<file path="config.mk">
export PLATFORM = sky130hd
export DESIGN_NAME = hsv_saturation_brightness_set
export DESIGN_NICKNAME = d
export VERILOG_FILES = /design/src/sv/hsb_pkg.sv /design/src/sv/hsb_div.sv /design/src/sv/hsv_saturation_brightness_set.sv
export SDC_FILE = /design/constraint.sdc
export NUM_CORES = 2
export LEC_CHECK = 0
export BUFFER_PORTS_ARGS = -buffer_cell sky130_fd_sc_hd__buf_2
export CAP_MARGIN = 20
export CORE_MARGIN = 2
export CORE_UTILIZATION = 65
export CTS_BUF_LIST = sky130_fd_sc_hd__clkbuf_2
export CTS_CLUSTER_SIZE = 20
export DETAILED_ROUTE_END_ITERATION = 10
export PLACE_DENSITY = 0.82
export SYNTH_ARGS = -nofsm -noshare
export SYNTH_HDL_FRONTEND = slang
export SYNTH_SLANG_ARGS = --single-unit
</file>
<file path="constraint.sdc">
create_clock -name aclk -period 54.6 [get_ports aclk]
set_input_delay 2.73 -clock aclk [delete_from_list [all_inputs] [get_ports aclk]]
set_output_delay 2.73 -clock aclk [all_outputs]
set_load 0.005 [all_outputs]
</file>
<file path="src/sv/hsb_pkg.sv">
`timescale 1ns / 1ps
// ----------------------------------------------------------------------------
// hsb_pkg
// Shared constants and types of the HSV saturation / brightness set block.
// ----------------------------------------------------------------------------
package hsb_pkg;

    // channel and hue constants
    localparam int unsigned CH_MAX     = 255;
    localparam int unsigned DEG_SECTOR = 60;
    localparam int unsigned HUE_LIMIT  = 359;
    localparam int unsigned SECTORS    = 6;
    localparam int unsigned HUE_DEN    = DEG_SECTOR * CH_MAX;   // 15300

    // reciprocals for the constant divisions of the inverse conversion:
    // x / 255   = (x * RECIP_CH)  >> RECIP_CH_SH,  exact for x <= 65025
    // x / 15300 = (x * RECIP_DEN) >> RECIP_DEN_SH, exact for x <= 255 * 15300
    localparam int unsigned RECIP_CH     = 65794;
    localparam int unsigned RECIP_CH_SH  = 24;
    localparam int unsigned RECIP_DEN    = 4491470;
    localparam int unsigned RECIP_DEN_SH = 36;

    // register indexes (byte address = 4 * index)
    localparam logic REG_MODE  = 1'b0;
    localparam logic REG_VALUE = 1'b1;

    // adjust_mode codes
    localparam logic MODE_SAT = 1'b0;
    localparam logic MODE_VAL = 1'b1;

    // hue sector base for the winning channel
    localparam logic [2:0] BASE_RED   = 3'd0;
    localparam logic [2:0] BASE_GREEN = 3'd2;
    localparam logic [2:0] BASE_BLUE  = 3'd4;

    // pipeline control handed to a divider
    typedef struct packed {
        logic en;       // whole pipeline advances
        logic valid;    // item present at the divider input
    } hsb_ctrl_t;

endpackage

</file>
<file path="src/sv/hsb_div.sv">
`timescale 1ns / 1ps
// ----------------------------------------------------------------------------
// hsb_div
// Pipelined restoring divider: one quotient bit per stage, several lanes
// sharing one valid bit and one sideband word.
// ----------------------------------------------------------------------------
module hsb_div #(
    parameter int LANES = 2,
    parameter int NW    = 17,
    parameter int DW    = 8,
    parameter int SW    = 8
) (
    input  logic                 aclk,
    input  logic                 aresetn,
    input  hsb_pkg::hsb_ctrl_t   ctrl,
    input  logic [NW-1:0]        dividend [LANES],
    input  logic [DW-1:0]        divisor  [LANES],
    input  logic [SW-1:0]        side_in,
    output logic                 out_valid,
    output logic [NW-1:0]        quotient [LANES],
    output logic [SW-1:0]        side_out
);

    logic          vld_reg  [NW];
    logic [SW-1:0] side_reg [NW];
    logic [DW-1:0] rem_reg  [NW][LANES];
    logic [NW-1:0] acc_reg  [NW][LANES];
    logic [DW-1:0] dvs_reg  [NW][LANES];

    genvar k, l;
    for (k = 0; k < NW; k++) begin : g_stage
        logic          v_in;
        logic [SW-1:0] s_in;
        logic [DW-1:0] r_in [LANES];
        logic [NW-1:0] a_in [LANES];
        logic [DW-1:0] d_in [LANES];

        // stage input: ports for the first stage, previous stage otherwise
        if (k == 0) begin : g_first
            assign v_in = ctrl.valid;
            assign s_in = side_in;
            for (l = 0; l < LANES; l++) begin : g_in
                assign r_in[l] = '0;
                assign a_in[l] = dividend[l];
                assign d_in[l] = divisor[l];
            end
        end else begin : g_next
            assign v_in = vld_reg[k-1];
            assign s_in = side_reg[k-1];
            for (l = 0; l < LANES; l++) begin : g_in
                assign r_in[l] = rem_reg[k-1][l];
                assign a_in[l] = acc_reg[k-1][l];
                assign d_in[l] = dvs_reg[k-1][l];
            end
        end

        // one compare and subtract per lane
        for (l = 0; l < LANES; l++) begin : g_lane
            logic [DW:0]   trial;
            logic          ge;
            logic [DW-1:0] rem_next;
            assign trial    = {r_in[l], a_in[l][NW-1]};
            assign ge       = (trial >= {1'b0, d_in[l]});
            assign rem_next = ge ? DW'(trial - {1'b0, d_in[l]}) : trial[DW-1:0];

            always_ff @(posedge aclk) begin
                if (ctrl.en) begin
                    rem_reg[k][l] <= rem_next;
                    acc_reg[k][l] <= {a_in[l][NW-2:0], ge};
                    dvs_reg[k][l] <= d_in[l];
                end
            end
        end

        always_ff @(posedge aclk) begin
            if (!aresetn) begin
                vld_reg[k] <= 1'b0;
            end else if (ctrl.en) begin
                vld_reg[k] <= v_in;
            end
        end

        always_ff @(posedge aclk) begin
            if (ctrl.en) begin
                side_reg[k] <= s_in;
            end
        end
    end

    assign out_valid = vld_reg[NW-1];
    assign side_out  = side_reg[NW-1];
    for (l = 0; l < LANES; l++) begin : g_out
        assign quotient[l] = acc_reg[NW-1][l];
    end

endmodule

</file>
<file path="src/sv/hsv_saturation_brightness_set.sv">
`timescale 1ns / 1ps
// ----------------------------------------------------------------------------
// hsv_saturation_brightness_set
// RGB pixel to integer HSV, saturation or value replaced, back to RGB.
// ----------------------------------------------------------------------------
// Usage:
//   s_tdata carries one RGB pixel per transaction, m_tdata the adjusted
//   pixel; each input transaction gives exactly one output transaction.
//   The APB port sets adjust_mode (0x0) and adjust_value (0x4); write them
//   only while no pixel is in flight.
//   The pipeline has 24 register stages: the accepting edge loads the first
//   one, and the last one drives m_tdata. The stages are two input stages,
//   a 17-stage divider for saturation and hue, three stages for sector
//   split and products, one stage of reciprocal products for the constant
//   divisions of the inverse conversion, and the output register.
//   It takes one pixel per cycle unless stalled. The pipeline advances as a whole
//   whenever the output register is empty or being taken, so s_tready
//   follows m_tready; a stall freezes every stage and loses nothing.
//   Reset clears all valid bits and sets adjust_mode to 0 and adjust_value
//   to 255.
// ----------------------------------------------------------------------------
module hsv_saturation_brightness_set (
    input  logic        aclk,
    input  logic        aresetn,
    // input pixel: [7:0] in_red, [15:8] in_green, [23:16] in_blue
    input  logic        s_tvalid,
    output logic        s_tready,
    input  logic [23:0] s_tdata,
    // output pixel: [7:0] out_red, [15:8] out_green, [23:16] out_blue
    output logic        m_tvalid,
    input  logic        m_tready,
    output logic [23:0] m_tdata,
    // configuration
    input  logic        psel,
    input  logic        penable,
    input  logic        pwrite,
    input  logic [2:0]  paddr,
    input  logic [31:0] pwdata,
    output logic [31:0] prdata,
    output logic        pready
);

    logic       mode_reg;
    logic [7:0] adj_reg;
    logic       adv;

    // configuration registers
    assign pready = 1'b1;
    always_ff @(posedge aclk) begin
        if (!aresetn) begin
            mode_reg <= hsb_pkg::MODE_SAT;
            adj_reg  <= 8'd255;
        end else if (psel && penable && pwrite) begin
            case (paddr[2])
                hsb_pkg::REG_MODE:  mode_reg <= pwdata[0];
                hsb_pkg::REG_VALUE: adj_reg  <= pwdata[7:0];
                default: ;
            endcase
        end
    end

    always_comb begin
        case (paddr[2])
            hsb_pkg::REG_MODE:  prdata = {31'd0, mode_reg};
            hsb_pkg::REG_VALUE: prdata = {24'd0, adj_reg};
            default:            prdata = '0;
        endcase
    end

    // global advance
    logic m_tvalid_reg;
    assign adv      = !m_tvalid_reg || m_tready;
    assign s_tready = adv;

    // ---------------- stage 1: max, min, winning channel ----------------
    logic [7:0] in_r, in_g, in_b, hi, lo;
    logic [2:0] base_next;
    logic signed [8:0] diff_next;
    assign in_r = s_tdata[7:0];
    assign in_g = s_tdata[15:8];
    assign in_b = s_tdata[23:16];

    always_comb begin
        hi = in_r;
        lo = in_r;
        if (in_g > hi) hi = in_g;
        if (in_b > hi) hi = in_b;
        if (in_g < lo) lo = in_g;
        if (in_b < lo) lo = in_b;
        if (in_b == hi) begin
            base_next = hsb_pkg::BASE_BLUE;
            diff_next = $signed({1'b0, in_r}) - $signed({1'b0, in_g});
        end else if (in_g == hi) begin
            base_next = hsb_pkg::BASE_GREEN;
            diff_next = $signed({1'b0, in_b}) - $signed({1'b0, in_r});
        end else begin
            base_next = hsb_pkg::BASE_RED;
            diff_next = $signed({1'b0, in_g}) - $signed({1'b0, in_b});
        end
    end

    logic              v1_reg;
    logic [7:0]        max1_reg, d1_reg;
    logic [2:0]        base1_reg;
    logic signed [8:0] diff1_reg;

    always_ff @(posedge aclk) begin
        if (!aresetn) begin
            v1_reg <= 1'b0;
        end else if (adv) begin
            v1_reg <= s_tvalid;
        end
    end

    always_ff @(posedge aclk) begin
        if (adv) begin
            max1_reg  <= hi;
            d1_reg    <= hi - lo;
            base1_reg <= base_next;
            diff1_reg <= diff_next;
        end
    end

    // ---------------- stage 2: hue numerator, dividends ----------------
    logic [10:0]        bd;
    logic signed [11:0] num_raw;
    logic [10:0]        num;
    assign bd      = 11'(base1_reg * d1_reg);
    assign num_raw = $signed({1'b0, bd}) + 12'(diff1_reg);
    assign num     = (num_raw < 0) ? 11'(num_raw + $signed({1'b0, 11'(d1_reg * 4'd6)}))
                                   : num_raw[10:0];

    logic        v2_reg;
    logic [16:0] hue_dvd_reg, sat_dvd_reg;
    logic [7:0]  d2_reg, max2_reg;

    always_ff @(posedge aclk) begin
        if (!aresetn) begin
            v2_reg <= 1'b0;
        end else if (adv) begin
            v2_reg <= v1_reg;
        end
    end

    always_ff @(posedge aclk) begin
        if (adv) begin
            hue_dvd_reg <= 17'(num * 6'd60);
            sat_dvd_reg <= {1'b0, 16'(d1_reg * 8'd255)};
            d2_reg      <= d1_reg;
            max2_reg    <= max1_reg;
        end
    end

    // ---------------- divider 1: saturation and hue ----------------
    hsb_pkg::hsb_ctrl_t ctrl1;
    logic [16:0] dvd1 [2];
    logic [7:0]  dvs1 [2];
    logic [16:0] quo1 [2];
    logic        dv1_valid;
    logic [7:0]  dv1_max;

    assign ctrl1.en    = adv;
    assign ctrl1.valid = v2_reg;
    assign dvd1[0]     = sat_dvd_reg;
    assign dvs1[0]     = max2_reg;
    assign dvd1[1]     = hue_dvd_reg;
    assign dvs1[1]     = d2_reg;

    hsb_div #(.LANES(2), .NW(17), .DW(8), .SW(8)) u_div_hs (
        .aclk      (aclk),
        .aresetn   (aresetn),
        .ctrl      (ctrl1),
        .dividend  (dvd1),
        .divisor   (dvs1),
        .side_in   (max2_reg),
        .out_valid (dv1_valid),
        .quotient  (quo1),
        .side_out  (dv1_max)
    );

    // ---------------- stage 3: replace, sector split ----------------
    logic [7:0] s_raw, s_sel, v_sel;
    logic [8:0] hue, hsub;
    logic [2:0] sec_next;

    always_comb begin
        s_raw = (dv1_max == 8'd0) ? 8'd0 : quo1[0][7:0];
        if (s_raw == 8'd0 || quo1[1] > 17'(hsb_pkg::HUE_LIMIT)) begin
            hue = 9'd0;
        end else begin
            hue = quo1[1][8:0];
        end
        if (mode_reg == hsb_pkg::MODE_SAT) begin
            s_sel = adj_reg;
            v_sel = dv1_max;
        end else begin
            s_sel = s_raw;
            v_sel = adj_reg;
        end
        if      (hue >= 9'd300) begin sec_next = 3'd5; hsub = 9'd300; end
        else if (hue >= 9'd240) begin sec_next = 3'd4; hsub = 9'd240; end
        else if (hue >= 9'd180) begin sec_next = 3'd3; hsub = 9'd180; end
        else if (hue >= 9'd120) begin sec_next = 3'd2; hsub = 9'd120; end
        else if (hue >= 9'd60)  begin sec_next = 3'd1; hsub = 9'd60;  end
        else                    begin sec_next = 3'd0; hsub = 9'd0;   end
    end

    logic       v3_reg;
    logic [2:0] sec3_reg;
    logic [5:0] m3_reg;
    logic [7:0] s3_reg, val3_reg;

    always_ff @(posedge aclk) begin
        if (!aresetn) begin
            v3_reg <= 1'b0;
        end else if (adv) begin
            v3_reg <= dv1_valid;
        end
    end

    always_ff @(posedge aclk) begin
        if (adv) begin
            sec3_reg <= sec_next;
            m3_reg   <= 6'(hue - hsub);
            s3_reg   <= s_sel;
            val3_reg <= v_sel;
        end
    end

    // ---------------- stage 4: first products ----------------
    logic        v4_reg;
    logic [2:0]  sec4_reg;
    logic [7:0]  val4_reg;
    logic [13:0] ms4_reg, ns4_reg;
    logic [15:0] ps4_reg;

    always_ff @(posedge aclk) begin
        if (!aresetn) begin
            v4_reg <= 1'b0;
        end else if (adv) begin
            v4_reg <= v3_reg;
        end
    end

    always_ff @(posedge aclk) begin
        if (adv) begin
            sec4_reg <= sec3_reg;
            val4_reg <= val3_reg;
            ms4_reg  <= 14'(m3_reg * s3_reg);
            ns4_reg  <= 14'((6'd60 - m3_reg) * s3_reg);
            ps4_reg  <= 16'(val3_reg * (8'd255 - s3_reg));
        end
    end

    // ---------------- stage 5: second products ----------------
    logic        v5_reg;
    logic [10:0] side5_reg;
    logic [15:0] ps5_reg;
    logic [21:0] qa5_reg, ta5_reg;

    always_ff @(posedge aclk) begin
        if (!aresetn) begin
            v5_reg <= 1'b0;
        end else if (adv) begin
            v5_reg <= v4_reg;
        end
    end

    always_ff @(posedge aclk) begin
        if (adv) begin
            side5_reg <= {sec4_reg, val4_reg};
            ps5_reg   <= ps4_reg;
            qa5_reg   <= 22'(val4_reg * (14'(hsb_pkg::HUE_DEN) - ms4_reg));
            ta5_reg   <= 22'(val4_reg * (14'(hsb_pkg::HUE_DEN) - ns4_reg));
        end
    end

    // ---------------- stage 6: reciprocal products for p, q, t ----------------
    logic        v6_reg;
    logic [10:0] side6_reg;
    logic [32:0] pm6_reg;
    logic [44:0] qm6_reg, tm6_reg;

    always_ff @(posedge aclk) begin
        if (!aresetn) begin
            v6_reg <= 1'b0;
        end else if (adv) begin
            v6_reg <= v5_reg;
        end
    end

    always_ff @(posedge aclk) begin
        if (adv) begin
            side6_reg <= side5_reg;
            pm6_reg   <= 33'(ps5_reg * 17'(hsb_pkg::RECIP_CH));
            qm6_reg   <= 45'(qa5_reg * 23'(hsb_pkg::RECIP_DEN));
            tm6_reg   <= 45'(ta5_reg * 23'(hsb_pkg::RECIP_DEN));
        end
    end

    // ---------------- output: sector select ----------------
    logic [7:0] pv, qv, tv, vv;
    logic [23:0] pix_next;
    assign pv = pm6_reg[hsb_pkg::RECIP_CH_SH +: 8];
    assign qv = qm6_reg[hsb_pkg::RECIP_DEN_SH +: 8];
    assign tv = tm6_reg[hsb_pkg::RECIP_DEN_SH +: 8];
    assign vv = side6_reg[7:0];

    always_comb begin
        case (side6_reg[10:8])
            3'd0:    pix_next = {pv, tv, vv};
            3'd1:    pix_next = {pv, vv, qv};
            3'd2:    pix_next = {tv, vv, pv};
            3'd3:    pix_next = {vv, qv, pv};
            3'd4:    pix_next = {vv, pv, tv};
            default: pix_next = {qv, pv, vv};
        endcase
    end

    logic [23:0] m_tdata_reg;

    always_ff @(posedge aclk) begin
        if (!aresetn) begin
            m_tvalid_reg <= 1'b0;
        end else if (adv) begin
            m_tvalid_reg <= v6_reg;
        end
    end

    always_ff @(posedge aclk) begin
        if (adv) begin
            m_tdata_reg <= pix_next;
        end
    end

    assign m_tvalid = m_tvalid_reg;
    assign m_tdata  = m_tdata_reg;

endmodule

</file>
## After elaboration in Yosys (flattened, before gate mapping)

Memories as Yosys holds them, arrays and structs flattened. A register that Yosys moved wholly into a read port is not among the register bits.
Cells that the tools add are included.

- $add $sub $neg: 45
- Multiply operators: 12
- Divide/modulo/power cells: 0
- Order comparisons: 45
- Equal/unequal tests: 6
- Shift-type cells: 0
- Muxes and demuxes: 79
- Bitwise gates (word level): 18
- Reduce and logical (&&, ||, !) cells: 12

Operators with widths:

| operator | count |
|---|---|
| 2-to-1 mux 8 bit | 41 |
| >= comparator 9 x 8 -> 1 bit | 32 |
| subtractor 8 bit | 33 |
| case mux 24 bit (5 select lines) | 1 |
| multiplier 22 x 22 -> 43 bit (second input constant) | 2 |
| case mux 32 bit (2 select lines) | 1 |
| multiplier 9 x 15 -> 22 bit | 2 |
| multiplier 16 x 16 -> 31 bit (second input constant) | 1 |
| 2-to-1 mux 6 bit | 5 |
| subtractor 14 x 14 -> 15 bit (first input constant) | 2 |
| 2-to-1 mux 9 bit | 3 |
| subtractor 8 x 8 -> 9 bit | 3 |
| 2-to-1 mux 1 bit | 24 |
| >= comparator 9 x 8 -> 1 bit (second input constant) | 2 |
| > comparator 17 x 9 -> 1 bit (second input constant) | 1 |
| bitwise OR 1 bit | 17 |
| equality test 8 bit | 2 |
| > comparator 8 bit | 2 |
| zero test 8 bit | 2 |
| less-than comparator 8 bit | 2 |
| multiplier 8 x 8 -> 16 bit (second input constant) | 1 |
| multiplier 9 x 9 -> 16 bit | 1 |
| multiplier 11 x 4 -> 15 bit (second input constant) | 1 |
| multiplier 6 x 8 -> 14 bit | 1 |
| 28 further kinds | 35 |

- Register bits after elaboration: 393
- Bits in latches: 0
- Memory bits (writable): 1,275
- Memory bits (read-only): 0
- Input bits: 66
- Output and inout bits: 59
- Word-level logic and storage cells: 257
- Memories kept: 5

Memory list:

| memory | words | bits a word | read ports | clocked after Yosys merged registers in | wr ports | RTL line | text |
|---|---|---|---|---|---|---|---|
| u_div_hs.acc_reg | 17 | 34 | 17 | 0 | 17 | hsb_div.sv:27 | `logic [NW-1:0] acc_reg [NW][LANES];` |
| u_div_hs.dvs_reg | 17 | 16 | 16 | 0 | 17 | hsb_div.sv:28 | `logic [DW-1:0] dvs_reg [NW][LANES];` |
| u_div_hs.rem_reg | 17 | 16 | 16 | 0 | 17 | hsb_div.sv:26 | `logic [DW-1:0] rem_reg [NW][LANES];` |
| u_div_hs.side_reg | 17 | 8 | 17 | 0 | 17 | hsb_div.sv:25 | `logic [SW-1:0] side_reg [NW];` |
| u_div_hs.vld_reg | 17 | 1 | 17 | 1 | 17 | hsb_div.sv:24 | `logic vld_reg [NW];` |

## Longest topological paths before layout

An unclocked memory read counts as a cell.

- Word-level depth: 13
- Gate-level depth with buffers: 31
- Gate-level depth less buffers: 30

## By module

A second synthesis with hierarchy kept.

- Cell total of the unflattened synthesis: 7,742
- Area total of the unflattened synthesis: 95,723.1 sq um

By module, submodules not included:

| module | instances | cells each | area an instance (sq um) | seq. area each (sq um) |
|---|---|---|---|---|
| hsb_div | 1 | 3,306 | 51,057.7 | 37,315.8 |
| hsv_saturation_brightness_set | 1 | 4,436 | 44,665.3 | 8,758.4 |

## Worst setup path before layout

Ideal clock, no wire load.

- Path type: input-to-reg
- Start point: input port m_tready
- End point: memory u_div_hs.vld_reg[0] (data pin)
- Setup time: 325 ps
- Arrival: 38,299 ps
- Data required time: 54,275 ps
- Setup slack: 15,976 ps
- Cell stages on the path: 5
- Buffers on the path: 2
- Path through: nor2b_1 > clkbuf_1 > inv_1 > clkbuf_1 > and3_1

RTL lines:

| what | RTL line | text |
|---|---|---|
| from (decl) | hsv_saturation_brightness_set.sv:31 | `input logic m_tready,` |
| to (decl) | hsb_div.sv:24 |  |

## Worst setup path in the final report

- Start point: register d1_reg[1]
- End point: register hue_dvd_reg[15] (data pin)

- Cells in the longest elaborated chain, start to end: 5
- Elaborated cells between the ends (all ways): 7
- Those cells by class: 2 x add/sub; 3 x mul; 1 x order compare; 1 x mux

RTL lines:

| what | RTL line | text |
|---|---|---|
| from (decl) | hsv_saturation_brightness_set.sv:103 | `logic [7:0] max1_reg, d1_reg;` |
| from (signal assigned) | hsv_saturation_brightness_set.sv:118 | `d1_reg <= hi - lo;` |
| multiplier 3 x 8 -> 11 bit | hsv_saturation_brightness_set.sv:128 | `assign bd = 11'(base1_reg * d1_reg);` |
| adder 12 x 9 -> 12 bit | hsv_saturation_brightness_set.sv:129 | `assign num_raw = $signed({1'b0, bd}) + 12'(diff1_reg);` |
| adder 11 bit or less-than comparator 12 x 1 -> 1 bit (tied branches) | hsv_saturation_brightness_set.sv:130 | `assign num = (num_raw < 0) ? 11'(num_raw + $signed({1'b0, 11'(d1_reg * 4'd6)}))` |
| 2-to-1 mux 11 bit (*) | hsv_saturation_brightness_set.sv:130 |  |
| multiplier 11 x 4 -> 15 bit (*) | hsv_saturation_brightness_set.sv:147 | `hue_dvd_reg <= 17'(num * 6'd60);` |
| to (signal assigned) | hsv_saturation_brightness_set.sv:147 |  |
| to (decl) | hsv_saturation_brightness_set.sv:134 | `logic [16:0] hue_dvd_reg, sat_dvd_reg;` |

Every way passes the cells marked *; elsewhere a longest branch is shown, timed or not.
A chain may end at the register's enable or synchronous reset.

==> results.ini <==
[status]
status = finished, final reports clean

[floorplan]
dieArea_sq_um = 135300
num_rows = 133
core_area_sq_um = 131500
fp.dieW_um = 367.8
io_pins = 125
initial_utilization_pct = 65.44
die_y_um = 367.8

[timing]
rsz0062_at_grt = false
min_period_ns = 7.795
hold_viol_final = 0
min_period_over_period_pct = 14.28
worstMarginPinSlew_ns = 1.134
max_slew_margin_pct = 24.37
fin_tns_setup_ns = 0
whs_ns = 0.2786
clock.fmax_ghz = 0.1283
finalWorstSetupSlack_ns = 46.80
slew_viol_final = 0
fin_worst_skew_ns = 0.1708
setup_violations = 0

[clock_tree]
clk_pin_slew_ns = 0.10
cts_buffers = 327
htreeDepth = 5
cts_tree = built
hold_buffers = 0
cts.sinks = 1248
cts-root-buf = clkbuf_2
clk_path_buf_depth = 4
ctsResizeCount = 0
cts_setup_buffers = 0
clock_latency_ns = 1.70

[worst_setup_path]
crit_required_ns = 55.94
regToRegSetupSlack_ns = 46.80
worstSetupPathType = flip-flop to flip-flop
crit_buf_inv = 3
worstReg2RegStart = d1_reg[1]
cp-end-kind = flip-flop
r2r_cells = 30
crit_path_start_kind = flip-flop
r2r_end = hue_dvd_reg[15]
crit_arrival_ns = 9.13
cp_slowest_stage_delay_ns = 0.58
cp_common_cell = a21oi_1
cpLargestDelayFamily = adder cells
cp_max_fo = 10
cp_slowest_cell = fa_1

[place]
dp_cells = 8985
pre_cts_ws_ns = 45.31
port-buffer-count = 73
gp_routability_congestion = 0.9223
dpl.hpwl_um = 119500

[routing]
drt_iter0_drc = 2865
via_per_inst = 5.511
drt-total-wl_um = 156600
via_count = 52535
postRouteAntennaNets = 0
wire_per_inst_um = 16.43
route.detailed.drc = 0
drtPass1Iterations = 6

[worst_hold_path]
min_to = u_div_hs.acc_reg[11][33]
whs_path_depth = 0
hold_path.class = flip-flop to flip-flop
min_from = u_div_hs.acc_reg[10][32]

[grt]
antenna_found_initial = 5
first_global_vias = 56430
grt_pass1_wl_um = 260900
grt_overflow = 0
grt_max_degree = 219
groute.usage.overall_pct = 23.67

[layout]
num-nets-final = 9259
final_cell_mix = inv_1 (1376), edfxtp_1 (1231), ha_1 (1053)
final_common_cell = inv_1
layout-drive-gt1-share_pct = 10.01
fin_cells = 9533
fillers = 9147
largest_register_ffs = 414
syn2layout_area_growth_pct = 6.014

[synth]
synth.avg_cell_area_sq_um = 11.93
yosysWarnings = 0
synth_edf_count = 1231
netlist_area_sq_um = 86030
async_flop_share_pct = 0
syn_inst = 7212
ys_types = 76
ys_ff_latch = 1248
synthFlopType = edfxtp_1
seq_area_frac_synth_pct = 43.36

[job]
maxCapViolCount = 0

## worst reg2reg max path, delay by kind of cell (launching register included)
family	cells	cell delay, ns
adder cells (fa/ha/maj)	7	2.64
AO/OA/AOI/OAI	14	2.55
AND/OR/NAND/NOR	3	0.66
flip-flops	1	0.57
multiplexers	1	0.42
XOR/XNOR	2	0.36
buffers and inverters	3	0.35
## layer usage
metal	wire length [um]	GRT usage, %	vias to the layer above	share of wire (%)
met5	34	0	-	0.022
met4	6108	10.38	4	3.9
met3	7254	4.328	424	4.6
met2	82900	43.66	1258	53
met1	60330	26.61	25556	39
li1	-	-	25293	-
## cell usage after synthesis (86+ instances only)
cell | instances | share of area (%)
a21boi_0 | 117 | 1.0
a21o_1 | 86 | 0.75
a21oi_1 | 200 | 1.2
and2_1 | 216 | 1.6
edfxtp_1 | 1231 | 43
fa_1 | 579 | 13
ha_1 | 1053 | 15
inv_1 | 1377 | 6.0
mux2_2 | 181 | 2.4
mux2i_1 | 110 | 1.3
nand2_1 | 290 | 1.3
nor2_1 | 423 | 1.8
nor2b_1 | 138 | 1.0
o21ai_0 | 244 | 1.4
xnor2_1 | 231 | 2.4
xor2_1 | 91 | 0.93
## cell families after synthesis
| kind of cell | Yosys count | share of synthesized area, % |
|---|---|---|
| AO/OA/AOI/OAI | 859 | 6.380 |
| XOR/XNOR | 322 | 3.278 |
| AND/OR/NAND/NOR | 1364 | 7.789 |
| buffers and inverters | 1486 | 6.613 |
| other | 2 | 0.008729 |
| adder cells (fa/ha/maj) | 1635 | 28.82 |
| multiplexers | 296 | 3.748 |
| flip-flops | 1248 | 43.36 |
## per-stage QoR
| stage | utilization [%] | instance area (sq um) |
|---|---|---|
| floorplan | - | 86130 |
| global placement | 67.26 | 88430 |
| detailed placement | 67.26 | 88430 |
| CTS | 69.33 | 91140 |
| global route | 69.37 | 91200 |
| finish | 69.38 | 91210 |
## worst max-delay path by stage
| stage | from | endpoint | slack (ns) | cells after the start |
|---|---|---|---|---|
| CTS | d1_reg[1] | hue_dvd_reg[15] | 46.82 | 30 |
| detailed placement | s_tdata[9] | d1_reg[7] | 45.31 | 25 |
| floorplan | m_tready | u_div_hs.vld_reg[0] | 15.98 | 5 |
| finish | d1_reg[1] | hue_dvd_reg[15] | 46.80 | 30 |
| global route | s_tdata[9] | d1_reg[7] | 46.33 | 25 |
| global placement | s_tdata[9] | d1_reg[7] | 45.40 | 25 |
## cell type report
class	count	area [sq um]	area share, %
Tap cell	1755	2196	2.408
Sequential cell	1248	37310	40.90
Timing Repair Buffer	103	660.6	0.7243
Multi-Input combinational cell	4504	43140	47.29
Clock inverter	83	432.9	0.4746
Inverter	1377	5176	5.675
Clock buffer	456	2282	2.502
Antenna cell	7	17.52	0.01921
Power is left out: the tool's default activity adds up to more than one toggle a clock period on the data nets, which glitch-free logic cannot reach.
